--- config.mk ---
export PLATFORM = sky130hd
export DESIGN_NAME = short_needle_stream_matcher
export DESIGN_NICKNAME = d
export VERILOG_FILES = /design/src/rtl/snsm_pkg.sv /design/src/rtl/snsm_cfg_regs.sv /design/src/rtl/snsm_match.sv /design/src/rtl/short_needle_stream_matcher.sv
export SDC_FILE = /design/constraint.sdc
export NUM_CORES = 1
export LEC_CHECK = 0
export BUFFER_PORTS_ARGS = -buffer_cell sky130_fd_sc_hd__buf_2
export CAP_MARGIN = 20
export CORE_ASPECT_RATIO = 0.75
export CORE_MARGIN = 5
export CORE_UTILIZATION = 64
export DETAILED_ROUTE_END_ITERATION = 12
export GPL_ROUTABILITY_DRIVEN = 0
export GPL_TIMING_DRIVEN = 0
export PLACE_DENSITY = 0.86
export SLEW_MARGIN = 30
export SYNTH_ARGS = -nofsm -noshare
export SYNTH_HDL_FRONTEND = slang
export SYNTH_SLANG_ARGS = --single-unit
--- constraint.sdc ---
create_clock -name clk -period 9.45 [get_ports clk]
set_clock_uncertainty 0.1 [all_clocks]
set_input_delay 2.3625 -clock clk [delete_from_list [all_inputs] [get_ports clk]]
set_output_delay 2.3625 -clock clk [all_outputs]
set_load 0.02 [all_outputs]
--- src/rtl/snsm_pkg.sv ---
// ----------------------------------------------------------------------------
// snsm_pkg
// Shared types, register codes and byte helpers for the short needle matcher.
// ----------------------------------------------------------------------------
package snsm_pkg;

    localparam int BYTE_BITS      = 8;
    localparam int NEEDLE_BITS    = 64;
    localparam int LENGTH_BITS    = 4;
    localparam int OFFSET_BITS    = 32;
    localparam int CFG_INDEX_BITS = 2;

    localparam logic [OFFSET_BITS-1:0] OFFSET_MAX   = 32'hFFFF_FFFF;
    localparam logic [BYTE_BITS-1:0]   ASCII_UPPER_A = 8'h41;
    localparam logic [BYTE_BITS-1:0]   ASCII_UPPER_Z = 8'h5A;
    localparam logic [BYTE_BITS-1:0]   CASE_BIT      = 8'h20;

    // Configuration register indexes
    typedef enum logic [CFG_INDEX_BITS-1:0] {
        REG_NEEDLE_WORD   = 2'd0,
        REG_NEEDLE_LENGTH = 2'd1,
        REG_IGNORE_CASE   = 2'd2
    } cfg_idx_t;

    typedef struct packed {
        logic [NEEDLE_BITS-1:0] needle_word;
        logic [LENGTH_BITS-1:0] needle_length;
        logic                   ignore_case;
    } cfg_t;

    // Fold ASCII A-Z to a-z when enabled
    function automatic logic [BYTE_BITS-1:0] fold_byte(input logic [BYTE_BITS-1:0] b,
                                                       input logic en);
        logic upper;
        upper = (b >= ASCII_UPPER_A) && (b <= ASCII_UPPER_Z);
        return (en && upper) ? (b | CASE_BIT) : b;
    endfunction

endpackage

--- src/rtl/snsm_cfg_regs.sv ---
// ----------------------------------------------------------------------------
// snsm_cfg_regs
// Configuration register file: decodes the write channel into needle settings.
// ----------------------------------------------------------------------------
module snsm_cfg_regs (
    input  logic                                    clk,
    input  logic                                    rst_n,
    input  logic                                    cfg_valid,
    output logic                                    cfg_ready,
    input  logic [snsm_pkg::CFG_INDEX_BITS-1:0]     cfg_index,
    input  logic [snsm_pkg::NEEDLE_BITS-1:0]        cfg_data,
    output snsm_pkg::cfg_t                          cfg
);

    logic [snsm_pkg::NEEDLE_BITS-1:0] needle_word_reg, needle_word_next;
    logic [snsm_pkg::LENGTH_BITS-1:0] needle_length_reg, needle_length_next;
    logic                             ignore_case_reg, ignore_case_next;

    assign cfg_ready = 1'b1;

    always_comb
    begin
        needle_word_next   = needle_word_reg;
        needle_length_next = needle_length_reg;
        ignore_case_next   = ignore_case_reg;
        if (cfg_valid)
        begin
            unique case (snsm_pkg::cfg_idx_t'(cfg_index))
                snsm_pkg::REG_NEEDLE_WORD:
                    needle_word_next = cfg_data;
                snsm_pkg::REG_NEEDLE_LENGTH:
                    needle_length_next = cfg_data[snsm_pkg::LENGTH_BITS-1:0];
                snsm_pkg::REG_IGNORE_CASE:
                    ignore_case_next = cfg_data[0];
                default:
                    ; // drop writes to unmapped indexes
            endcase
        end
    end

    always_ff @(posedge clk or negedge rst_n)
    begin
        if (!rst_n)
        begin
            needle_word_reg   <= '0;
            needle_length_reg <= snsm_pkg::LENGTH_BITS'(1);
            ignore_case_reg   <= 1'b0;
        end
        else
        begin
            needle_word_reg   <= needle_word_next;
            needle_length_reg <= needle_length_next;
            ignore_case_reg   <= ignore_case_next;
        end
    end

    assign cfg.needle_word   = needle_word_reg;
    assign cfg.needle_length = needle_length_reg;
    assign cfg.ignore_case   = ignore_case_reg;

endmodule

--- src/rtl/snsm_match.sv ---
// ----------------------------------------------------------------------------
// snsm_match
// Byte-lane compare of the newest window bytes against the needle.
// ----------------------------------------------------------------------------
module snsm_match #(
    parameter int MAX_NEEDLE_BYTES = 8
) (
    input  logic [8*MAX_NEEDLE_BYTES-1:0]       window,
    input  logic [snsm_pkg::NEEDLE_BITS-1:0]    needle_word,
    input  logic [snsm_pkg::LENGTH_BITS-1:0]    len,
    input  logic                                ignore_case,
    output logic                                equal
);

    localparam int BB = snsm_pkg::BYTE_BITS;

    logic [MAX_NEEDLE_BYTES-1:0] lane_ok;

    // Each lane passes when it is past the needle or both folded bytes agree
    always_comb
    begin
        for (int k = 0; k < MAX_NEEDLE_BYTES; k++)
        begin
            lane_ok[k] = (snsm_pkg::LENGTH_BITS'(k) >= len) ||
                (snsm_pkg::fold_byte(window[k*BB +: BB], ignore_case) ==
                 snsm_pkg::fold_byte(needle_word[k*BB +: BB], ignore_case));
        end
    end

    assign equal = &lane_ok;

endmodule

--- src/rtl/short_needle_stream_matcher.sv ---
// ----------------------------------------------------------------------------
// short_needle_stream_matcher
// Streaming search for a 1..8 byte needle in a byte stream, one byte a cycle while results drain.
// ----------------------------------------------------------------------------
// Haystack bytes enter on the slave stream, one per word, with tlast on the
// final byte. Each haystack gives at most one result word: the start offset
// of the first match (tuser = 1), or, if the final byte arrives without a
// match, a not-found word (tuser = 0, offset 0). tlast on the result marks a
// word caused by the haystack's final byte. The block takes one byte every
// cycle while the result register is empty or draining; each byte goes
// through the input register, then the result register, with the window
// shift and the byte-lane compare between them. Configure the needle only
// while no haystack byte is in flight. Needle bytes sit in the low bytes of
// needle_word, the first needle byte in the most significant used byte.
// A length of 0 acts as 1, above MAX_NEEDLE_BYTES as MAX_NEEDLE_BYTES.
// With a one-byte needle a zero haystack byte ends the search for the rest of
// that haystack. The byte position saturates at 2^COUNT_BITS-1 and the
// reported offset at 0xFFFFFFFF.
// ----------------------------------------------------------------------------
module short_needle_stream_matcher #(
    parameter int MAX_NEEDLE_BYTES = 8,
    parameter int COUNT_BITS       = 32
) (
    input  logic                                clk,
    input  logic                                rst_n,
    // Haystack stream
    input  logic                                s_axis_tvalid,
    output logic                                s_axis_tready,
    input  logic [7:0]                          s_axis_tdata,   // [7:0] data_byte
    input  logic                                s_axis_tlast,   // last_byte
    // Result stream
    output logic                                m_axis_tvalid,
    input  logic                                m_axis_tready,
    output logic [31:0]                         m_axis_tdata,   // [31:0] match_offset
    output logic                                m_axis_tuser,   // [0] found
    output logic                                m_axis_tlast,   // end_flag
    // Configuration writes
    input  logic                                cfg_valid,
    output logic                                cfg_ready,
    input  logic [snsm_pkg::CFG_INDEX_BITS-1:0] cfg_index,
    input  logic [snsm_pkg::NEEDLE_BITS-1:0]    cfg_data
);

    localparam int BB       = snsm_pkg::BYTE_BITS;
    localparam int WIN_BITS = BB * MAX_NEEDLE_BYTES;
    localparam int EXT_BITS = (COUNT_BITS > snsm_pkg::OFFSET_BITS) ?
                              COUNT_BITS : snsm_pkg::OFFSET_BITS;
    localparam logic [snsm_pkg::LENGTH_BITS-1:0] LEN_MAX =
                              snsm_pkg::LENGTH_BITS'(MAX_NEEDLE_BYTES);
    localparam logic [snsm_pkg::LENGTH_BITS-1:0] LEN_ONE = snsm_pkg::LENGTH_BITS'(1);

    snsm_pkg::cfg_t cfg;

    // Input stage
    logic          s1_valid_reg, s1_valid_next;
    logic [BB-1:0] s1_byte_reg;
    logic          s1_last_reg;

    // Haystack state
    logic [WIN_BITS-1:0]   window_reg, window_next;
    logic [COUNT_BITS-1:0] count_reg, count_next;
    logic                  reported_reg, reported_next;
    logic                  zero_seen_reg, zero_seen_next;

    // Result stage
    logic                                  out_valid_reg, out_valid_next;
    logic [snsm_pkg::OFFSET_BITS-1:0]      out_offset_reg, out_offset_next;
    logic                                  out_found_reg, out_found_next;
    logic                                  out_last_reg, out_last_next;

    logic                                  s_fire, advance, process;
    logic [snsm_pkg::LENGTH_BITS-1:0]      len;
    logic [WIN_BITS-1:0]                   window_shift;
    logic                                  lanes_equal, hit, emit, zero_now;
    logic [COUNT_BITS-1:0]                 off_cnt;
    logic [EXT_BITS-1:0]                   off_ext;
    logic [snsm_pkg::OFFSET_BITS-1:0]      off_sat;

    snsm_cfg_regs u_cfg (
        .clk       (clk),
        .rst_n     (rst_n),
        .cfg_valid (cfg_valid),
        .cfg_ready (cfg_ready),
        .cfg_index (cfg_index),
        .cfg_data  (cfg_data),
        .cfg       (cfg)
    );

    // Handshake: the result register frees the pipe when it is empty or drains
    assign advance       = !out_valid_reg || m_axis_tready;
    assign s_axis_tready = !s1_valid_reg || advance;
    assign s_fire        = s_axis_tvalid && s_axis_tready;
    assign process       = s1_valid_reg && advance;

    // Clamp the configured length into 1..MAX_NEEDLE_BYTES
    always_comb
    begin
        priority if (cfg.needle_length == '0)
            len = LEN_ONE;
        else if (cfg.needle_length > LEN_MAX)
            len = LEN_MAX;
        else
            len = cfg.needle_length;
    end

    assign window_shift = (window_reg << BB) | WIN_BITS'(s1_byte_reg);

    snsm_match #(
        .MAX_NEEDLE_BYTES (MAX_NEEDLE_BYTES)
    ) u_match (
        .window      (window_shift),
        .needle_word (cfg.needle_word),
        .len         (len),
        .ignore_case (cfg.ignore_case),
        .equal       (lanes_equal)
    );

    // Match decision for the byte in the input stage
    always_comb
    begin
        zero_now       = zero_seen_reg || (s1_byte_reg == '0);
        zero_seen_next = zero_seen_reg;
        if (len == LEN_ONE)
        begin
            // one-byte needle: a zero byte ends the search for this haystack
            zero_seen_next = zero_now;
            hit            = !zero_now && lanes_equal;
        end
        else
        begin
            // need len bytes of this haystack before a match can count
            hit = (count_reg >= COUNT_BITS'(len - LEN_ONE)) && lanes_equal;
        end
    end

    // Start offset = old position - (len - 1); saturate into 32 bits
    assign off_cnt = count_reg - COUNT_BITS'(len - LEN_ONE);
    assign off_ext = EXT_BITS'(off_cnt);
    assign off_sat = (off_ext > EXT_BITS'(snsm_pkg::OFFSET_MAX)) ?
                     snsm_pkg::OFFSET_MAX : off_ext[snsm_pkg::OFFSET_BITS-1:0];

    assign emit = !reported_reg && (hit || s1_last_reg);

    always_comb
    begin
        s1_valid_next = s1_valid_reg;
        if (s_fire)
            s1_valid_next = 1'b1;
        else if (advance)
            s1_valid_next = 1'b0;

        window_next   = window_reg;
        count_next    = count_reg;
        reported_next = reported_reg;
        if (process)
        begin
            if (s1_last_reg)
            begin
                // end of haystack: start the next one clean
                window_next   = '0;
                count_next    = '0;
                reported_next = 1'b0;
            end
            else
            begin
                window_next   = window_shift;
                count_next    = (count_reg == '1) ? count_reg : count_reg + 1'b1;
                reported_next = reported_reg || hit;
            end
        end

        out_valid_next  = out_valid_reg;
        out_offset_next = out_offset_reg;
        out_found_next  = out_found_reg;
        out_last_next   = out_last_reg;
        if (process)
        begin
            out_valid_next  = emit;
            out_found_next  = hit;
            out_offset_next = hit ? off_sat : '0;
            out_last_next   = s1_last_reg;
        end
        else if (m_axis_tready)
        begin
            out_valid_next = 1'b0;
        end
    end

    always_ff @(posedge clk or negedge rst_n)
    begin
        if (!rst_n)
        begin
            s1_valid_reg  <= 1'b0;
            window_reg    <= '0;
            count_reg     <= '0;
            reported_reg  <= 1'b0;
            zero_seen_reg <= 1'b0;
            out_valid_reg <= 1'b0;
        end
        else
        begin
            s1_valid_reg  <= s1_valid_next;
            window_reg    <= window_next;
            count_reg     <= count_next;
            reported_reg  <= reported_next;
            zero_seen_reg <= (process && s1_last_reg) ? 1'b0 :
                             (process ? zero_seen_next : zero_seen_reg);
            out_valid_reg <= out_valid_next;
        end
    end

    // Payload registers: load on accept, hold otherwise
    always_ff @(posedge clk)
    begin
        if (s_fire)
        begin
            s1_byte_reg <= s_axis_tdata;
            s1_last_reg <= s_axis_tlast;
        end
        out_offset_reg <= out_offset_next;
        out_found_reg  <= out_found_next;
        out_last_reg   <= out_last_next;
    end

    assign m_axis_tvalid = out_valid_reg;
    assign m_axis_tdata  = out_offset_reg;
    assign m_axis_tuser  = out_found_reg;
    assign m_axis_tlast  = out_last_reg;

    // A not-found word only comes from the last byte and carries offset 0
    a_notfound_shape: assert property (@(posedge clk) disable iff (!rst_n)
        m_axis_tvalid && !m_axis_tuser |-> m_axis_tlast && (m_axis_tdata == '0))
        else $error("not-found result without end flag or with nonzero offset");

    // A stalled input stage keeps its byte
    a_s1_hold: assert property (@(posedge clk) disable iff (!rst_n)
        s1_valid_reg && !advance |=> s1_valid_reg && $stable(s1_byte_reg)
                                     && $stable(s1_last_reg))
        else $error("input stage lost its byte while stalled");

    // A match mid-haystack blocks further results for that haystack
    a_report_once: assert property (@(posedge clk) disable iff (!rst_n)
        process && hit && !s1_last_reg |=> reported_reg)
        else $error("match not recorded as reported");

    // No result while a match of this haystack was already reported
    a_no_repeat: assert property (@(posedge clk) disable iff (!rst_n)
        process && reported_reg |=> !out_valid_reg)
        else $error("second result for one haystack");

endmodule

==> results.toml <==
[global_route]
grt_use_met3_pct = 6.09
busiest_layer = "met1"
met1_usage_pct = 43.2
grt_max_degree = 91
grtUsageTotal_pct = 27.6
met2_usage_pct = 39.8
grt_overflow = 0
grt_pass1_vias = 9023
grt_pass1_wl_mm = 46.1
antenna_found_initial = 0

[setup_path]
critPathMaxFanout = 3
required_ns = 6.99
critPathLaunchType = "primary input"
crit_chain = "buf_2 -> nor2b_1 -> nand2_1 -> buf_2"
critPathKind = "in -> out"
crit_top_cell = "buf_2"
crit_path_end_kind = "output pin"
cp_slowest_cell = "buf_2"
crit_buf_inv = 2
cp_top_family = "buffers and inverters"
cp.arrival_ns = 2.95
slowest_delay_ns = 0.19

[cts]
cts-root-buf = "clkbuf_16"
cts.sinks = 204
insertion_delay_ns = 0.50
cts-buffers-inserted = 21
ctsLongestPathBuffers = 3
clkTransAtPathRegs_ns = 0.06
cts_setup_buffers = 0
cts_hold_buf = 0
cts_resized = 0
htree_levels = 1
cts_tree = "done"

[power_and_ir_drop]
p_sw_uw = 728
p_per_area_nw_per_um2 = 185
power.leakage_uw = 0.00563
seq_power_share_pct = 46.0
vdd_drop_max_mv = 0.126
switching_share_pct = 30.3
p_int_uw = 1680
comb_power_share_pct = 20.4
total_power_uw = 2400
clockPowerShare_pct = 33.6

[detailed_routing]
final_antenna_net_count = 0
drc = 0
first_pass_iters = 5
drtIter0Drc = 880
wire_per_inst_um = 18.1
vias_per_cell = 6.02
routed-via-count = 9444
wirelength_mm = 28.4

[synthesis]
synth.distinct_cells = 71
syn_avg_cell_area_um2 = 9.88
async_reset_ff_share_pct = 78.9
yosysWarnings = 0
syn_inst = 1146
syn_area_um2 = 11300
synthFlopType = "dfrtp_1"
yosysSeqAreaShare_pct = 47.0
synth-seq-cells = 204
synth_enable_flop_cells = 43

[die]
coreArea_um2 = 17500
design.die.area_um2 = 20500
chipHeight_um = 125
io_pins = 117
rows = 42
die_w_um = 164
start_util_pct = 64.7

[timing]
fin_tns_setup_ns = 0
finalCritPeriodShare_pct = 57.2
tightest_slew_ns = 0.835
fmax_mhz = 185
slew_viol_final = 0
period_minus_slack_ns = 5.41
final_hold_viol_count = 0
rsz0062_at_grt = "false"
setup_violations = 0
slew-limit-headroom_pct = 44.3

[flow_run]
cap_violations = 0

[layout]
num_antenna_cells = 0
syn_to_final_growth_pct = 15.0
fillers = 1253
largest_reg_flops = 64
drive_gt1_share_pct = 18.5
final_cells = 1570
nets = 1433

[place]
hpwlAfterDp_mm = 21.1
placed_cells = 1533
port_buffers = 115

[outcome]
outcome = "completed"

[min_path]
hp-class = "reg -> reg"
## worst register-to-register path, cell delays in order (launching register included)
cell and delay, ns:
dfrtp_1 0.49, nor2_1 0.16, nor2_1 0.05, nor2_1 0.19
inv_1 0.14, ha_1 0.21, xnor2_1 0.18, ha_1 0.33
a21oi_1 0.17, o21bai_1 0.10, o211ai_1 0.23, nand2_1 0.10
o21ai_0 0.43, o21ai_0 0.19, a22oi_2 0.58, buf_2 0.32
nor3_1 0.10
## power groups by stage
stage | logic (µW) | clock network, µW | registers [µW]
2_1_floorplan | 331 | 0 | 1100
3_3_place_gp | 457 | 0 | 1110
3_5_place_dp | 480 | 0 | 1120
4_1_cts | 484 | 816 | 1100
5_1_grt | 538 | 855 | 1120
6_report | 490 | 808 | 1110
## final timing paths
check                                                  startpoint                                    end  slack (ns)  cells past startpoint
min                                         s1_last_reg$_DFFE_PP_                 m_axis_tlast$_DFFE_PP_        0.36                      0
min in group asynchronous                                   rst_n  u_cfg.needle_word_reg[18]$_DFFE_PN0P_        1.73                      1
max in group asynchronous                                   rst_n  u_cfg.needle_word_reg[58]$_DFFE_PN0P_        6.69                      2
max                                                 m_axis_tready                          s_axis_tready        4.04                      4
max reg2reg                u_cfg.needle_length_reg[2]$_DFFE_PN0P_         m_axis_tdata[19]$_SDFFCE_PN0P_        5.11                     16
min reg2reg                                 s1_last_reg$_DFFE_PP_                 m_axis_tlast$_DFFE_PP_        0.36                      0
## cells in the mapped netlist, types with 5 or more instances
cell type	n	area, µm²
nand2_1	174	653
nand4_1	27	169
a21oi_1	61	305
nor2b_1	9	56.3
and2_1	6	37.5
a2bb2oi_1	5	43.8
clkbuf_1	35	131
nor3_1	45	225
o31ai_1	5	37.5
xor2_1	57	499
nor2_1	73	274
nand3_1	27	135
inv_1	21	78.8
edfxtp_1	43	1290
or3_1	10	62.6
or4_1	8	60.1
nand2b_1	5	31.3
o22ai_1	7	43.8
nor4_1	12	75.1
ha_1	38	475
and3_1	12	75.1
o21a_1	6	45.0
o211ai_1	5	37.5
or2_2	6	37.5
dfrtp_1	160	4000
xnor2_1	53	464
o21ai_0	71	355
mux2_2	69	777
a21o_1	20	150
a31oi_1	6	37.5
o21bai_1	5	37.5
## layer usage
| layer | wire length, µm | up-vias | share of wire, % |
|---|---|---|---|
| li1 | - | 4412 | - |
| met1 | 12900 | 4545 | 45 |
| met2 | 12000 | 434 | 42 |
| met3 | 3010 | 53 | 11 |
| met4 | 531 | 0 | 1.9 |
| met5 | 0 | - | 0 |
## stage by stage
step           utilization, %  instance area (µm²)  hold slack (ns)  setup slack [ns]
6_report                 74.4                13000            0.363              4.04
3_3_place_gp             70.3                12300            0.332              3.56
2_1_floorplan               -                11400            0.324              4.33
3_5_place_dp             70.6                12300            0.359              4.06
5_1_grt                  74.4                13000            0.383              3.98
4_1_cts                  74.4                13000            0.371              4.05
## kinds of logic (layout without fill, tap and decap cells)
family | after synthesis | after routing | share of synthesized area [%]
AOI/OAI and AO/OA | 227 | 227 | 12.7
DFF | 204 | 204 | 47.0
other | 1 | 30 | 0.0331
buffers and inverters | 64 | 217 | 2.30
and+or+nand+nor | 432 | 432 | 18.2
adders and majority gates | 39 | 39 | 4.38
muxes | 69 | 69 | 6.86
xor gates and xnor gates | 110 | 110 | 8.51
## placed cells by master (no fill, tap or decap), types with 20 or more instances in the layout
cell / Yosys / final
mux2_2: 69 / 69
conb_1: 1 / 30
edfxtp_1: 43 / 43
buf_2: 4 / 118
nand2_1: 174 / 174
dfrtp_1: 160 / 160
nand3_1: 27 / 27
inv_1: 21 / 21
clkbuf_16: 0 / 22
nand4_1: 27 / 27
a21oi_1: 61 / 61
nor3_1: 45 / 45
clkbuf_1: 35 / 40
nor2_1: 73 / 73
a21o_1: 20 / 20
o21ai_0: 71 / 71
ha_1: 38 / 38
xnor2_1: 53 / 53
xor2_1: 57 / 57
## cell type report
class                           count  area (µm²)  share of cell area [%]
Multi-Input combinational cell    907        5850                    44.9
Sequential cell                   204        5320                    40.9
Clock buffer                       32         638                    4.90
Timing Repair Buffer              116         613                    4.71
Tap cell                          242         303                    2.33
Buffer                             42         178                    1.36
Inverter                           22        83.8                   0.644
Clock inverter                      5        32.5                   0.250
Power figures use the tool's default switching activity.
